File: src/rtl/assert_macros.svh
// Assertion macros shared by the stepper position sequencer RTL.
// Expect clk and rst in scope at the point of use.
`ifndef ASSERT_MACROS_SVH
`define ASSERT_MACROS_SVH

// Same-cycle implication, off during reset.
`define SPS_ASSERT_IMP(label, cond, prop) \
  label: assert property (@(posedge clk) disable iff (rst) (cond) |-> (prop)) \
    else $error("sps assertion failed: same-cycle implication");

// Next-cycle implication, off during reset.
`define SPS_ASSERT_NXT(label, cond, prop) \
  label: assert property (@(posedge clk) disable iff (rst) (cond) |=> (prop)) \
    else $error("sps assertion failed: next-cycle implication");

`endif

File: src/rtl/sps_pkg.sv
// Types and constants of the stepper position sequencer.
// No dependencies; used by the interfaces and every module.
package sps_pkg;

  localparam int PADDR_W = 3;

  localparam logic [2:0] FUNC_TICK  = 3'd0;
  localparam logic [2:0] FUNC_ABS   = 3'd1;
  localparam logic [2:0] FUNC_RUN   = 3'd2;
  localparam logic [2:0] FUNC_REL   = 3'd3;
  localparam logic [2:0] FUNC_RESET = 3'd4;

  localparam logic [1:0] DIR_UP   = 2'd2;
  localparam logic [1:0] DIR_DOWN = 2'd0;

  localparam logic [31:0] ALL_ONES     = 32'hffff_ffff;
  localparam logic [15:0] PERIOD_RESET = 16'd100;
  localparam logic        REG_PERIOD   = 1'b0;

  typedef struct packed {
    logic [2:0]  func;
    logic [15:0] speed;
    logic [1:0]  direction;
    logic [31:0] distance_or_target;
  } in_item_t;

  typedef struct packed {
    logic        pwm_on;
    logic [15:0] counter_load;
    logic [15:0] compare_value;
    logic        dir_level;
    logic [31:0] position;
    logic        move_done;
    logic        busy_res;
  } out_item_t;

  typedef struct packed {
    logic [31:0] cur_position;
    logic [31:0] steps_taken;
    logic [31:0] steps_wanted;
    logic [15:0] run_speed;
    logic [1:0]  run_dir;
    logic        running;
    logic        pin_level;
  } motor_state_t;

endpackage

File: src/rtl/sps_if.sv
// Valid/ready channel interfaces for command items and result items.
// Depends on sps_pkg for the payload types.
interface sps_cmd_if;
  logic               valid;
  logic               ready;
  sps_pkg::in_item_t  payload;

  modport source (output valid, output payload, input ready);
  modport sink (input valid, input payload, output ready);
endinterface

interface sps_res_if;
  logic               valid;
  logic               ready;
  sps_pkg::out_item_t payload;

  modport source (output valid, output payload, input ready);
  modport sink (input valid, input payload, output ready);
endinterface

File: src/rtl/sps_apb_regs.sv
// APB configuration register file: holds period_limit.
// Depends on sps_pkg.
module sps_apb_regs (
  input  logic                        clk,
  input  logic                        rst,
  input  logic                        psel,
  input  logic                        penable,
  input  logic                        pwrite,
  input  logic [sps_pkg::PADDR_W-1:0] paddr,
  input  logic [31:0]                 pwdata,
  output logic [31:0]                 prdata,
  output logic                        pready,
  output logic [15:0]                 period_limit
);
  import sps_pkg::*;

  logic wr_en;

  assign pready = 1'b1;
  assign wr_en  = psel && penable && pwrite && (paddr[2] == REG_PERIOD);

  always_ff @(posedge clk) begin
    if (rst) begin
      period_limit <= PERIOD_RESET;
    end else if (wr_en) begin
      period_limit <= pwdata[15:0];
    end
  end

  always_comb begin
    prdata = '0;
    if (paddr[2] == REG_PERIOD) begin
      prdata = {16'd0, period_limit};
    end
  end
endmodule

File: src/rtl/sps_core.sv
// Motor state registers and the single-pass update for one item.
// Depends on sps_pkg.
module sps_core (
  input  logic                clk,
  input  logic                rst,
  input  logic                step,
  input  sps_pkg::in_item_t   item,
  input  logic [15:0]         period_limit,
  output sps_pkg::out_item_t  result
);
  import sps_pkg::*;

  motor_state_t st;
  motor_state_t st_next;
  logic [31:0]  diff;
  logic         diff_pos;
  logic [15:0]  spd_clamped;

  assign diff        = item.distance_or_target - st.cur_position;
  assign diff_pos    = (diff != 32'd0) && !diff[31];
  assign spd_clamped = (item.speed > period_limit) ? period_limit : item.speed;

  always_comb begin
    st_next              = st;
    result               = '0;
    unique case (item.func)
      FUNC_TICK: begin
        if (st.running) begin
          if (st.steps_taken == st.steps_wanted) begin
            st_next.steps_taken  = '0;
            st_next.steps_wanted = '0;
            st_next.running      = 1'b0;
            result.move_done     = 1'b1;
          end else begin
            result.pwm_on        = 1'b1;
            result.counter_load  = period_limit + st.run_speed;
            result.compare_value = period_limit - st.run_speed;
            if (st.run_dir == DIR_UP) begin
              st_next.pin_level    = 1'b1;
              st_next.cur_position = st.cur_position + 32'd1;
            end else if (st.run_dir == DIR_DOWN) begin
              st_next.pin_level    = 1'b0;
              st_next.cur_position = st.cur_position - 32'd1;
            end
            st_next.steps_taken = st.steps_taken + 32'd1;
          end
        end
      end
      FUNC_ABS: begin
        st_next.run_speed    = spd_clamped;
        st_next.run_dir      = diff_pos ? DIR_UP : DIR_DOWN;
        st_next.steps_wanted = diff_pos ? diff : (32'd0 - diff);
        st_next.steps_taken  = '0;
        st_next.running      = 1'b1;
      end
      FUNC_RUN: begin
        st_next.run_speed    = item.speed;
        st_next.run_dir      = item.direction;
        st_next.steps_wanted = ALL_ONES;
        st_next.running      = 1'b1;
      end
      FUNC_REL: begin
        st_next.run_speed    = spd_clamped;
        st_next.run_dir      = item.direction;
        st_next.steps_wanted = item.distance_or_target;
        st_next.steps_taken  = '0;
        st_next.running      = 1'b1;
      end
      FUNC_RESET: begin
        st_next           = '0;
        st_next.pin_level = st.pin_level;
      end
      default: begin
      end
    endcase
    result.dir_level = st_next.pin_level;
    result.position  = st_next.cur_position;
    result.busy_res  = st_next.running;
  end

  always_ff @(posedge clk) begin
    if (rst) begin
      st <= '0;
    end else if (step) begin
      st <= st_next;
    end
  end
endmodule

File: src/rtl/stepper_position_sequencer_unit.sv
// Stepper position sequencer: step/direction motor control per command item.
// Channels: cmd (sink) takes tick and command items, res (source) gives one
// result per item, both valid/ready; a transfer happens when both are high.
// An APB port writes period_limit at byte address 0 (reset value 100).
// Path: a command item lands in the input register, and its result is then
// captured in the result register, which drives res.valid.
// Throughput: one item per cycle while res takes results; the motor state
// update is a single compare/add pass between the two registers.
// Stall: while res is held off, the result register holds and the input
// register still takes one more item; cmd.ready drops only when both are full.
// Reset (rst, synchronous): clears position, counts, speed, direction,
// the run flag and the pin level, empties both registers and restores
// period_limit to 100.
// Depends on sps_pkg, sps_if, sps_apb_regs, sps_core, assert_macros.svh.
`include "assert_macros.svh"

module stepper_position_sequencer_unit (
  input  logic                        clk,
  input  logic                        rst,
  sps_cmd_if.sink                     cmd,
  sps_res_if.source                   res,
  input  logic                        psel,
  input  logic                        penable,
  input  logic                        pwrite,
  input  logic [sps_pkg::PADDR_W-1:0] paddr,
  input  logic [31:0]                 pwdata,
  output logic [31:0]                 prdata,
  output logic                        pready
);
  import sps_pkg::*;

  logic        in_valid;
  in_item_t    in_item;
  logic        out_valid;
  out_item_t   out_item;
  out_item_t   result;
  logic        out_adv;
  logic        in_adv;
  logic [15:0] period_limit;

  assign out_adv   = !out_valid || res.ready;
  assign in_adv    = in_valid && out_adv;
  assign cmd.ready = !in_valid || out_adv;

  assign res.valid   = out_valid;
  assign res.payload = out_item;

  sps_apb_regs u_regs (
    .clk          (clk),
    .rst          (rst),
    .psel         (psel),
    .penable      (penable),
    .pwrite       (pwrite),
    .paddr        (paddr),
    .pwdata       (pwdata),
    .prdata       (prdata),
    .pready       (pready),
    .period_limit (period_limit)
  );

  sps_core u_core (
    .clk          (clk),
    .rst          (rst),
    .step         (in_adv),
    .item         (in_item),
    .period_limit (period_limit),
    .result       (result)
  );

  always_ff @(posedge clk) begin
    if (rst) begin
      in_valid <= 1'b0;
    end else if (cmd.ready) begin
      in_valid <= cmd.valid;
    end
  end

  always_ff @(posedge clk) begin
    if (cmd.valid && cmd.ready) begin
      in_item <= cmd.payload;
    end
  end

  always_ff @(posedge clk) begin
    if (rst) begin
      out_valid <= 1'b0;
    end else if (out_adv) begin
      out_valid <= in_valid;
    end
  end

  always_ff @(posedge clk) begin
    if (in_adv) begin
      out_item <= result;
    end
  end

  `SPS_ASSERT_NXT(a_cmd_lands, cmd.valid && cmd.ready, in_valid)
  `SPS_ASSERT_IMP(a_done_stops, out_valid && out_item.move_done, !out_item.busy_res)
  `SPS_ASSERT_IMP(a_pulse_running, out_valid && out_item.pwm_on,
                  out_item.busy_res && !out_item.move_done)
  `SPS_ASSERT_IMP(a_idle_timer, out_valid && !out_item.pwm_on,
                  out_item.counter_load == 16'd0 && out_item.compare_value == 16'd0)
endmodule

File: src/flat_wrapper.sv
// flat-port wrapper written by rule: the top's interface ports become plain ports
module stepper_position_sequencer_unit_flat import sps_pkg::*;
  (clk, rst, psel, penable, pwrite, paddr, pwdata, prdata, pready, cmd_valid, cmd_payload, cmd_ready, res_valid, res_payload, res_ready);
  sps_cmd_if cmd_i ();
  sps_res_if res_i ();
  input  logic clk;
  input  logic rst;
  input  logic psel;
  input  logic penable;
  input  logic pwrite;
  input  logic [sps_pkg::PADDR_W-1:0] paddr;
  input  logic [31:0] pwdata;
  output logic [31:0] prdata;
  output logic pready;
  input wire logic [$bits(cmd_i.valid)-1:0] cmd_valid;
  input wire logic [$bits(cmd_i.payload)-1:0] cmd_payload;
  output wire logic [$bits(cmd_i.ready)-1:0] cmd_ready;
  output wire logic [$bits(res_i.valid)-1:0] res_valid;
  output wire logic [$bits(res_i.payload)-1:0] res_payload;
  input wire logic [$bits(res_i.ready)-1:0] res_ready;
  assign cmd_i.valid = cmd_valid;
  assign cmd_i.payload = cmd_payload;
  assign cmd_ready = cmd_i.ready;
  assign res_valid = res_i.valid;
  assign res_payload = res_i.payload;
  assign res_i.ready = res_ready;
  stepper_position_sequencer_unit u_core (.clk(clk), .rst(rst), .cmd(cmd_i), .res(res_i), .psel(psel), .penable(penable), .pwrite(pwrite), .paddr(paddr), .pwdata(pwdata), .prdata(prdata), .pready(pready));
endmodule
File: config.mk
export PLATFORM = sky130hd
export DESIGN_NAME = stepper_position_sequencer_unit_flat
export DESIGN_NICKNAME = d
export VERILOG_FILES = /design/src/rtl/sps_pkg.sv /design/src/rtl/sps_if.sv /design/src/rtl/sps_apb_regs.sv /design/src/rtl/sps_core.sv /design/src/rtl/stepper_position_sequencer_unit.sv /design/src/flat_wrapper.sv
export VERILOG_INCLUDE_DIRS = /design/src /design/src/rtl
export SDC_FILE = /design/constraint.sdc
export NUM_CORES = 1
export LEC_CHECK = 0
export ABC_AREA = 1
export BUFFER_PORTS_ARGS = -buffer_cell sky130_fd_sc_hd__buf_2
export CAP_MARGIN = 20
export CORE_MARGIN = 1
export CORE_UTILIZATION = 45
export CTS_CLUSTER_DIAMETER = 200
export DETAILED_ROUTE_END_ITERATION = 10
export GPL_ROUTABILITY_DRIVEN = 0
export PLACE_DENSITY = 0.63
export SETUP_SLACK_MARGIN = 0.1
export SYNTH_ARGS = -nofsm -noshare
export SYNTH_HDL_FRONTEND = slang
export SYNTH_SLANG_ARGS = --single-unit
File: constraint.sdc
create_clock -name clk -period 4.6 [get_ports clk]
set_input_delay 0.23 -clock clk [delete_from_list [all_inputs] [get_ports clk]]
set_output_delay 0.23 -clock clk [all_outputs]
set_load 0.01 [all_outputs]
==> impl_metrics.csv, run 1 <==
group,metric,value,unit
status,status,"finished, final reports clean",
critical_path,crit_path_max_fanout,46,
floorplanning,die_area,40200,sq um
clock_tree,cts_root_buf,"clkbuf_16",
timing,min_period_over_period,0.808,
timing,rsz0062_at_grt,"no",
critical_path,ff2ff_path_depth,20,
clock_tree,clkTransAtPathRegs,0.06,ns
critical_path,crit_arrival,4.20,ns
timing,whs,0.180,ns
timing,worstMarginPinSlew,1.02,ns
clock_tree,cts_tree,"done",
floorplanning,core_area,38700,sq um
synth,synth-seq-cells,254,
timing,hold_violations,0,
power_and_ir_drop,intPower,0.00454,W
timing,fin_skew,0.0414,ns
synth,synthXorXnorAreaFrac,0.0188,
clock_tree,clk_latency,0.59,ns
global_routing,antenna_found_initial,0,
synth,synth_top_area_cell,"edfxtp_1",
clock_tree,postCtsResizedCells,0,
synth,avgSynthCellArea,6.78,sq um
power_and_ir_drop,power_frac_comb,0.234,
routing,vias,17454,
timing,relSlewSlack,0.320,
routing,post_drt_wl_per_cell,15.6,um
synth,synthSimpleGateAreaFrac,0.320,
routing,drt-initial-drc-count,1280,
critical_path,endpoint,"u_core.u_core.st[46]",
synth,synth_top_family_by_area,"simple AND/OR/NAND/NOR gates",
routing,drc,0,
place,dpl.hpwl,39.8,mm
synth,synthFlopType,"dfxtp_1",
power_and_ir_drop,p_clk_frac,0.379,
critical_path,reg2reg_to,"u_core.u_core.st[46]",
clock_tree,cts_made_buffers,28,
global_routing,overflow,0,
synth,yosysUniqueCellTypes,56,
power_and_ir_drop,p_seq_frac,0.387,
synth,synthAdderAreaFrac,0.0605,
critical_path,crit_slowest_cell,"ha_1",
critical_path,cp-end-kind,"flop",
power_and_ir_drop,p_sw_frac,0.316,
power_and_ir_drop,max-vdd-ir-drop,0.299,mV
min_path,hold_class,"primary input to flop",
timing,fmax,0.269,GHz
floorplanning,ios,198,
critical_path,worstPathCellList,"clkinv_1, ha_1, nand2_1, nor4_1, nand2_1, nand2_1, nand2_1, nand2_1, nand2_1, nor2_2, nand2_4, nor2_4, nand2_4, nand2_8, nand2_1, nand2_1, nand3_1, nand2_1, nand2_1, a21oi_2",
critical_path,slowest_delay,0.52,ns
global_routing,grt_pass1_wl,83.1,mm
layout,drive_gt1_frac,0.113,
timing,fin_tns_setup,0,ns
synth,synth_mux_area_frac,0,
synth,synth_compound_area_frac,0.133,
critical_path,start_kind,"flop",
layout,final_nets,2994,
layout,antenna_cells,0,
routing,drt_first_pass_iters,6,
synth,yosys.area.top_type_share,0.203,
routing,antenna_left,0,
clock_tree,htreeDepth,1,
critical_path,path_buf_inv,1,
critical_path,timing_worst_setup_path_type,"flop to flop",
synth,synthTopCellsByArea,"edfxtp_1 (20%), dfxtp_1 (15%), nand2_1 (15%)",
layout,fill_cells,3781,
global_routing,grt_use_total,0.255,
floorplanning,die_h,201,um
floorplanning,num_rows,72,
critical_path,startpoint,"u_core.u_core.st[97]",
clock_tree,post_cts_buffers,0,
timing,setup_viol,0,
power_and_ir_drop,powerDensity,321,nW/um^2
global_routing,grt_pass1_vias,16214,
routing,via_per_inst,5.20,
synth,syn_inst,2614,
critical_path,required,5.08,ns
power_and_ir_drop,p_sw,0.00210,W
clock_tree,cts.sinks,254,
critical_path,worst-path-stages,20,
timing,period_needed,3.72,ns
critical_path,cp_top_family,"simple AND/OR/NAND/NOR gates",
critical_path,worstReg2RegStart,"u_core.u_core.st[97]",
timing,maxSlewViolCount,0,
flow_run,cap_violations,0,
synth,yosysWarnings,0,
place,io_buffers,162,
floorplanning,die_w,201,um
critical_path,r2r_slack,0.88,ns
synth,synth-edff-count,120,
power_and_ir_drop,p_leak,9.88,nW
critical_path,path_common_cell,"nand2_1",
synth,yosysSeqAreaShare,0.354,
synth,synthMostInstantiatedCell,"nand2_1",
layout,area_delta_synth_final,16.8,%
synth,synth_common_cells,"nand2_1 (692), inv_1 (398), nor2_1 (239)",
synth,syn-cell-area,17700,sq um
synth,synthArstFlopShare,0,
floorplanning,start_util,0.458,
power_and_ir_drop,p_total,0.00664,W
global_routing,grt_max_degree,80,
layout,fin_util,0.535,
clock_tree,cts.path.max_buffers,3,
routing,routed_wl,52.2,mm
==> per-layer routing <==
metal  routed length (um)  GRT usage  up-vias  share of wire
met5                    0          0        -              0
met4                 3090      0.148        0          0.059
met3                 3320     0.0266      149          0.064
met2                22700      0.401      610           0.43
met1                23100      0.341     7815           0.44
li1                     -          -     8880              -
==> through the flow <==
stage | cells | area [sq um] | setup slack [ns]
final | 3355 | 20700 | 0.885
after global placement | 3230 | 18900 | 0.921
after floorplan | 2629 | 17800 | 1.23
after CTS | 3354 | 20700 | 0.905
after detailed placement | 3231 | 18900 | 0.960
after global routing | 3355 | 20700 | 0.427
==> timing repair <==
action,CTS,global route
endpoints found under the setup margin,0,0
hold buffers,71,0
hold endpoints to repair,71,0
==> power groups by stage <==
stage	sequential [W]	clock (W)	combinational, W
2_1_floorplan	0.00259	0	0.00111
3_3_place_gp	0.00261	0	0.00145
3_5_place_dp	0.00261	0	0.00148
4_1_cts	0.00256	0.00256	0.00153
5_1_grt	0.00258	0.00265	0.00176
6_report	0.00257	0.00252	0.00156
==> area by class of cell <==
type	instances	area (sq um)	area share
clock buffer	34	743	0.0359
inverter	413	1550	0.0750
multi-input combinational	1869	9510	0.459
timing repair buffer	249	1670	0.0808
tap	518	648	0.0313
sequential	254	6290	0.303
clock inverter	18	304	0.0147
==> tightest hold or removal path: stages <==
cell and delay (ns):
buf_2 0.07, and3_1 0.30, o211ai_1 0.11
==> kinds of logic after synthesis <==
logic type | count (synthesis)
buffers and inverters | 506
DFF | 254
xor gates and xnor gates | 38
and+or+nand+nor | 1309
adders and majority gates | 84
other | 2
AOI/OAI and AO/OA | 421
==> worst min path at each step <==
stage | startpoint | to | slack (ns) | cells after the start
6_report | penable | u_core.u_regs.period_limit[5] | 0.18 | 3
5_1_grt | penable | u_core.u_regs.period_limit[5] | 0.20 | 3
4_1_cts | penable | u_core.u_regs.period_limit[5] | 0.15 | 3
3_5_place_dp | cmd_payload[15] | u_core.in_item[15] | 0.41 | 1
3_3_place_gp | cmd_payload[28] | u_core.in_item[28] | 0.41 | 1
2_1_floorplan | cmd_payload[0] | u_core.in_item[0] | 0.33 | 0
==> cell usage in the layout, fill, tap and decap left out, types with 5 or more instances in the layout <==
master / synthesis / routed
o211ai_1: 27 / 27
dlygate4sd3_1: 0 / 71
edfxtp_1: 120 / 120
a221oi_1: 10 / 10
a21oi_1: 197 / 197
inv_2: 10 / 11
a211oi_1: 11 / 11
nor2_2: 14 / 16
o21ai_0: 135 / 135
o31ai_1: 6 / 6
nand4_1: 39 / 39
xor2_1: 29 / 29
a21o_1: 6 / 6
o21a_1: 5 / 5
buf_2: 7 / 162
nor3_1: 59 / 58
buf_4: 19 / 14
ha_1: 81 / 81
clkinv_2: 1 / 7
nand3_2: 5 / 5
inv_1: 398 / 396
nor4_1: 14 / 14
dfxtp_1: 134 / 134
nand2_1: 692 / 692
xnor2_1: 9 / 9
or2_2: 12 / 12
a21oi_2: 8 / 8
nand2_4: 7 / 7
nand2_2: 24 / 24
and2_1: 8 / 8
bufinv_16: 0 / 7
clkbuf_16: 0 / 28
nor2_1: 239 / 237
nor2_4: 5 / 5
nand3_1: 177 / 177
conb_1: 2 / 17
==> sequential cells by signal, summed over array words and instances (netlist names) <==
register / flops
u_core.u_core.st: 116
u_core.res.payload: 67
u_core.in_item: 53
u_core.u_regs.period_limit: 16
u_core.in_valid: 1
u_core.res.valid: 1
Note: power is estimated with default switching activity, not from simulation.
==> run 2, diff against run 1 <==
--- a/config.mk
+++ b/config.mk
@@ -14,7 +14,7 @@
 export CTS_CLUSTER_DIAMETER = 200
 export DETAILED_ROUTE_END_ITERATION = 10
 export GPL_ROUTABILITY_DRIVEN = 0
-export PLACE_DENSITY = 0.63
+export PLACE_DENSITY = 0.65
 export SETUP_SLACK_MARGIN = 0.1
 export SYNTH_ARGS = -nofsm -noshare
 export SYNTH_HDL_FRONTEND = slang
==> constraint.sdc (replaced) <==
create_clock -name clk -period 3.4 [get_ports clk]
set_input_delay 0.17 -clock clk [delete_from_list [all_inputs] [get_ports clk]]
set_output_delay 0.17 -clock clk [all_outputs]
set_load 0.01 [all_outputs]
==> run 2 against run 1 <==
Against the previous run: combinational power rose by 54%; largest power group unchanged; critical path depth is 5 higher; worst setup slack worse by 0.75 ns; critical endpoint is now u_core.u_core.st[40]; via count up 3.8%; sequential share of layout area is 1.3 points lower; total power rose by 37%; final cell count increased by 1.9%; largest cell class unchanged; wire length rose by 5.5%; clock skew shrank 0.019 ns.
==> impl_metrics.csv, run 2 (same netlist as run 1, synthesis figures left out) <==
group,metric,value,unit
timing,rsz0062_at_grt,"yes",
place,dpl.hpwl,40.8,mm
min_path,worstHoldStart,"penable",
clock_tree,cts_tree,"done",
routing,drt-initial-drc-count,1618,
timing,worstMarginPinSlew,0.910,ns
clock_tree,clkTransAtPathRegs,0.07,ns
critical_path,slowest_delay,0.39,ns
critical_path,cp-end-kind,"flop",
critical_path,required,3.90,ns
clock_tree,clk_latency,0.60,ns
clock_tree,htreeDepth,1,
clock_tree,cts_made_buffers,29,
global_routing,antenna_found_initial,1,
global_routing,grt_max_degree,83,
critical_path,timing_worst_setup_path_type,"flop to flop",
power_and_ir_drop,p_sw,0.00297,W
layout,drive_gt1_frac,0.174,
power_and_ir_drop,p_leak,10.2,nW
floorplanning,die_w,201,um
critical_path,crit_slowest_cell,"fa_2",
timing,hold_violations,0,
power_and_ir_drop,p_seq_frac,0.384,
floorplanning,core_area,38700,sq um
floorplanning,num_rows,72,
global_routing,grt_use_total,0.260,
layout,final_common_cell,"nand2_1",
layout,area_delta_synth_final,22.5,%
routing,post_drt_wl_per_cell,16.1,um
routing,routed_wl,55.1,mm
power_and_ir_drop,power_frac_comb,0.265,
floorplanning,start_util,0.458,
global_routing,overflow,0,
routing,vias,18109,
timing,setup_viol,0,
power_and_ir_drop,powerDensity,417,nW/um^2
layout,final_nets,3055,
power_and_ir_drop,intPower,0.00610,W
routing,drc,0,
global_routing,grt_pass1_wl,84.9,mm
floorplanning,ios,198,
critical_path,worstReg2RegStart,"u_core.in_item[0]",
min_path,hold_class,"primary input to flop",
timing,fin_skew,0.0228,ns
status,status,"finished, final reports clean",
layout,fin_cells,3418,
flow_run,cap_violations,0,
layout,fill_cells,3690,
layout,final_cell_mix,"nand2_1 (663), inv_1 (374), nor2_1 (222), a21oi_1 (188), nand3_1 (170)",
layout,largest_reg_flops,116,
timing,period_needed,3.26,ns
critical_path,start_kind,"flop",
clock_tree,cts_root_buf,"clkbuf_16",
critical_path,crit_path_max_fanout,7,
timing,relSlewSlack,0.393,
timing,min_period_over_period,0.960,
routing,drt_first_pass_iters,7,
critical_path,crit_arrival,3.77,ns
place,dp_cells,3267,
floorplanning,die_h,201,um
global_routing,grt_pass1_vias,16594,
timing,fin_tns_setup,0,ns
timing,maxSlewViolCount,0,
clock_tree,cts.path.max_buffers,3,
floorplanning,die_area,40200,sq um
routing,antenna_left,0,
place,io_buffers,162,
layout,top_register,"u_core.u_core.st",
routing,via_per_inst,5.30,
clock_tree,cts.sinks,254,
timing,fmax,0.306,GHz
power_and_ir_drop,max-vdd-ir-drop,0.384,mV
power_and_ir_drop,p_clk_frac,0.351,
power_and_ir_drop,p_sw_frac,0.327,
critical_path,startpoint,"u_core.in_item[0]",
-- run 2: worst paths after layout --
path                                        end  slack (ns)  depth (start not counted)
hold / removal    u_core.u_regs.period_limit[2]        0.06                          3
setup / recovery           u_core.u_core.st[40]        0.14                         25
hold reg to reg            u_core.u_core.st[34]        0.47                          2
setup reg to reg           u_core.u_core.st[40]        0.14                         25
-- run 2: timing repair --
| item | in CTS | in global routing |
|---|---|---|
| pin swaps | 1 | 32 |
| setup buffers | 4 | 16 |
| resized for setup | 8 | 159 |
| setup endpoints to repair | 27 | 33 |
| gates cloned | 1 | 4 |
| hold buffers | 71 | 0 |
| hold endpoints to repair | 71 | 0 |
-- run 2: power by group through the flow --
stage	logic (W)	registers, W	clock network, W
finish	0.00241	0.00348	0.00318
global route	0.00267	0.00349	0.00336
CTS	0.00216	0.00346	0.00325
detailed placement	0.00206	0.00353	0
global placement	0.00202	0.00352	0
floorplan	0.00150	0.00351	0
-- run 2: critical path, delay by kind of cell, from the launching register on --
| family | cells | cell delay [ns] |
|---|---|---|
| flops | 1 | 0.38 |
| buf+inv | 2 | 0.12 |
| fa+ha+maj | 2 | 0.51 |
| compound gates | 1 | 0.14 |
| simple gates | 20 | 2.01 |
-- run 2: metrics by stage --
step	worst slack, ns	instance area (sq um)	utilization	hold slack (ns)	power [W]
after CTS	0.0947	21000	0.541	0.0398	0.00888
after global routing	-0.0222	21700	0.561	0.0853	0.00952
after detailed placement	0.00239	19200	0.496	0.348	0.00559
after global placement	0.116	19200	0.496	0.348	0.00554
after floorplan	0.439	17800	-	0.269	0.00501
final	0.136	21700	0.561	0.0646	0.00906
-- run 2: metal layers --
layer / track usage / vias to the layer above / routed length, um
li1: - / 9009 / -
met3: 0.0274 / 164 / 3940
met5: 0 / - / 0
met4: 0.136 / 0 / 3020
met2: 0.419 / 769 / 24500
met1: 0.346 / 8167 / 23600
-- run 2: layout make-up --
class | count | area, sq um | share of cell area
tap | 518 | 648 | 0.0298
clock buffer | 38 | 769 | 0.0354
inverter | 413 | 1560 | 0.0720
sequential | 254 | 6300 | 0.290
antenna | 1 | 2.50 | 0.000115
multi-input combinational | 1874 | 10200 | 0.468
clock inverter | 16 | 198 | 0.00910
timing repair buffer | 304 | 2070 | 0.0955
==> run 3, diff against run 2 <==
--- a/config.mk
+++ b/config.mk
@@ -9,12 +9,15 @@
 export ABC_AREA = 1
 export BUFFER_PORTS_ARGS = -buffer_cell sky130_fd_sc_hd__buf_2
 export CAP_MARGIN = 20
+export CELL_PAD_IN_SITES_DETAIL_PLACEMENT = 1
+export CELL_PAD_IN_SITES_GLOBAL_PLACEMENT = 2
 export CORE_MARGIN = 1
-export CORE_UTILIZATION = 45
+export CORE_UTILIZATION = 30
 export CTS_CLUSTER_DIAMETER = 200
 export DETAILED_ROUTE_END_ITERATION = 10
 export GPL_ROUTABILITY_DRIVEN = 0
-export PLACE_DENSITY = 0.65
+export MAX_ROUTING_LAYER = met4
+export PLACE_DENSITY = 0.76
 export SETUP_SLACK_MARGIN = 0.1
 export SYNTH_ARGS = -nofsm -noshare
 export SYNTH_HDL_FRONTEND = slang
==> run 3 against run 2 <==
Against the previous run: total power up 14%; worst setup slack worse by 0.037 ns; first-iteration DRC count fell by 55%; final cell count is 10% higher; highest routed layer unchanged.
==> impl_metrics.csv, run 3 (same netlist as run 1, synthesis figures left out) <==
group,metric,value,unit
clock_tree,cts_made_buffers,35,
global_routing,grt_max_degree,77,
floorplanning,die_area,60100,sq um
critical_path,timing_worst_setup_path_type,"flop to flop",
critical_path,start_kind,"flop",
clock_tree,htreeDepth,2,
layout,final_nets,3153,
floorplanning,core_area,58000,sq um
global_routing,grt_pass1_wl,106,mm
layout,final_cell_mix,"nand2_1 (631), inv_1 (381), nor2_1 (213), a21oi_1 (175), buf_2 (162)",
routing,drt-initial-drc-count,727,
routing,drt_first_pass_iters,5,
layout,largest_reg_flops,116,
clock_tree,cts.sinks,254,
routing,via_per_inst,4.94,
timing,min_period_over_period,0.971,
power_and_ir_drop,max-vdd-ir-drop,0.360,mV
layout,area_delta_synth_final,32.9,%
timing,period_needed,3.30,ns
power_and_ir_drop,p_total,0.0104,W
floorplanning,die_w,245,um
timing,setup_viol,0,
routing,vias,18619,
routing,post_drt_wl_per_cell,18.3,um
global_routing,antenna_found_initial,0,
global_routing,grt_use_total,0.231,
clock_tree,cts.path.max_buffers,3,
min_path,min_path_cells,3,
clock_tree,clk_latency,0.56,ns
routing,antenna_left,0,
timing,fmax,0.303,GHz
status,status,"finished, final reports clean",
critical_path,worstReg2RegStart,"u_core.in_item[15]",
min_path,holdPathEnd,"u_core.u_regs.period_limit[5]",
timing,rsz0062_at_grt,"yes",
routing,drc,0,
critical_path,crit_path_max_fanout,6,
place,io_buffers,162,
flow_run,cap_violations,0,
timing,maxSlewViolCount,0,
floorplanning,start_util,0.306,
timing,hold_violations,0,
layout,final_common_cell,"nand2_1",
critical_path,ff2ff_path_depth,23,
clock_tree,cts_tree,"done",
critical_path,r2r_slack,0.1,ns
power_and_ir_drop,p_leak,10.9,nW
timing,worstMarginPinSlew,0.883,ns
floorplanning,num_rows,88,
global_routing,gr-max-usage-layer,"met2",
layout,top_register,"u_core.u_core.st",
global_routing,overflow,0,
critical_path,crit_arrival,3.78,ns
global_routing,grt_util_met1,0.300,
global_routing,grt.met3_usage,0.0233,
floorplanning,die_h,245,um
floorplanning,ios,198,
place,dpl.hpwl,52.8,mm
clock_tree,clkTransAtPathRegs,0.05,ns
critical_path,required,3.88,ns
global_routing,grt_pass1_vias,18856,
layout,antenna_cells,0,
timing,relSlewSlack,0.411,
min_path,hold_class,"primary input to flop",
critical_path,cp-end-kind,"flop",
timing,fin_skew,0.0120,ns
layout,fill_cells,7187,
layout,fin_util,0.406,
min_path,worstHoldStart,"penable",
clock_tree,cts_root_buf,"clkbuf_16",
timing,finalWorstSetupSlack,0.0991,ns
routing,routed_wl,69.0,mm
place,place_ws,-0.0280,ns
critical_path,reg2reg_to,"u_core.u_core.st[40]",
global_routing,grt_use_met2,0.374,
power_and_ir_drop,powerDensity,439,nW/um^2
layout,drive_gt1_frac,0.226,
==> run 3: worst max-delay path by stage <==
| stage | start | end | slack, ns | cells after the start |
|---|---|---|---|---|
| 6_report | u_core.in_item[15] | u_core.u_core.st[40] | 0.1 | 23 |
| 5_1_grt | u_core.in_item[0] | u_core.u_core.st[40] | -0.05 | 23 |
| 4_1_cts | u_core.in_item[0] | u_core.u_core.st[51] | 0.10 | 21 |
| 3_5_place_dp | u_core.in_item[0] | u_core.u_core.st[40] | -0.03 | 25 |
| 3_3_place_gp | u_core.in_item[0] | u_core.u_core.st[25] | 0.04 | 25 |
| 2_1_floorplan | u_core.u_core.st[84] | u_core.u_core.st[46] | 0.44 | 23 |
==> run 3: routing by layer <==
metal | vias to the layer above | wire, um | part of all wire
met4 | 0 | 2040 | 0.030
li1 | 9214 | - | -
met2 | 307 | 32400 | 0.47
met5 | - | 0 | 0
met1 | 9007 | 32500 | 0.47
met3 | 91 | 2030 | 0.029
==> run 3: what timing repair did <==
item	in CTS	in global routing
endpoints found under the setup margin	28	37
resized for setup	28	228
endpoints found under the hold margin	71	0
cloned	3	5
setup buffers	6	24
hold buffers	71	0
pin swaps	5	69
==> run 3: where the power goes <==
part	switching [W]	internal, W
Sequential	0.000116	0.00335
Combinational	0.00180	0.00103
Clock	0.00154	0.00252
==> run 3: final cells by class <==
type / instances / area (sq um) / area share
inverter: 413 / 1560 / 0.0661
clock buffer: 45 / 975 / 0.0414
sequential: 254 / 6290 / 0.267
timing repair buffer: 393 / 2830 / 0.120
multi-input combinational: 1877 / 10700 / 0.452
clock inverter: 19 / 305 / 0.0130
tap: 765 / 957 / 0.0406
==> run 3: stage by stage <==
step                TNS, ns  cell area (sq um)  hold WS (ns)  instances
finish                    0              23600         0.130       3766
global placement          0              20100         0.348       3593
detailed placement  -0.0823              20100         0.349       3593
floorplan                 0              17800         0.269       2629
global route         -0.540              23600         0.158       3766
CTS                       0              22300         0.104       3737
==> run 3: critical path, cell delays in order, from the launching register on <==
cell and delay, ns:
edfxtp_1 0.47, ha_2 0.43, nand2_1 0.14, inv_1 0.08
nand2_1 0.05, nand2_1 0.09, inv_1 0.05, nand2_1 0.10
a21oi_1 0.08, buf_4 0.15, buf_4 0.13, nand3_1 0.06
nand2_1 0.09, nor2_2 0.15, nand2_1 0.12, nor2_4 0.22
nand2_8 0.16, nand2_8 0.14, nand2_1 0.07, nand2_1 0.07
nand3_1 0.06, nand2_1 0.13, nand2_1 0.06, a21oi_1 0.12
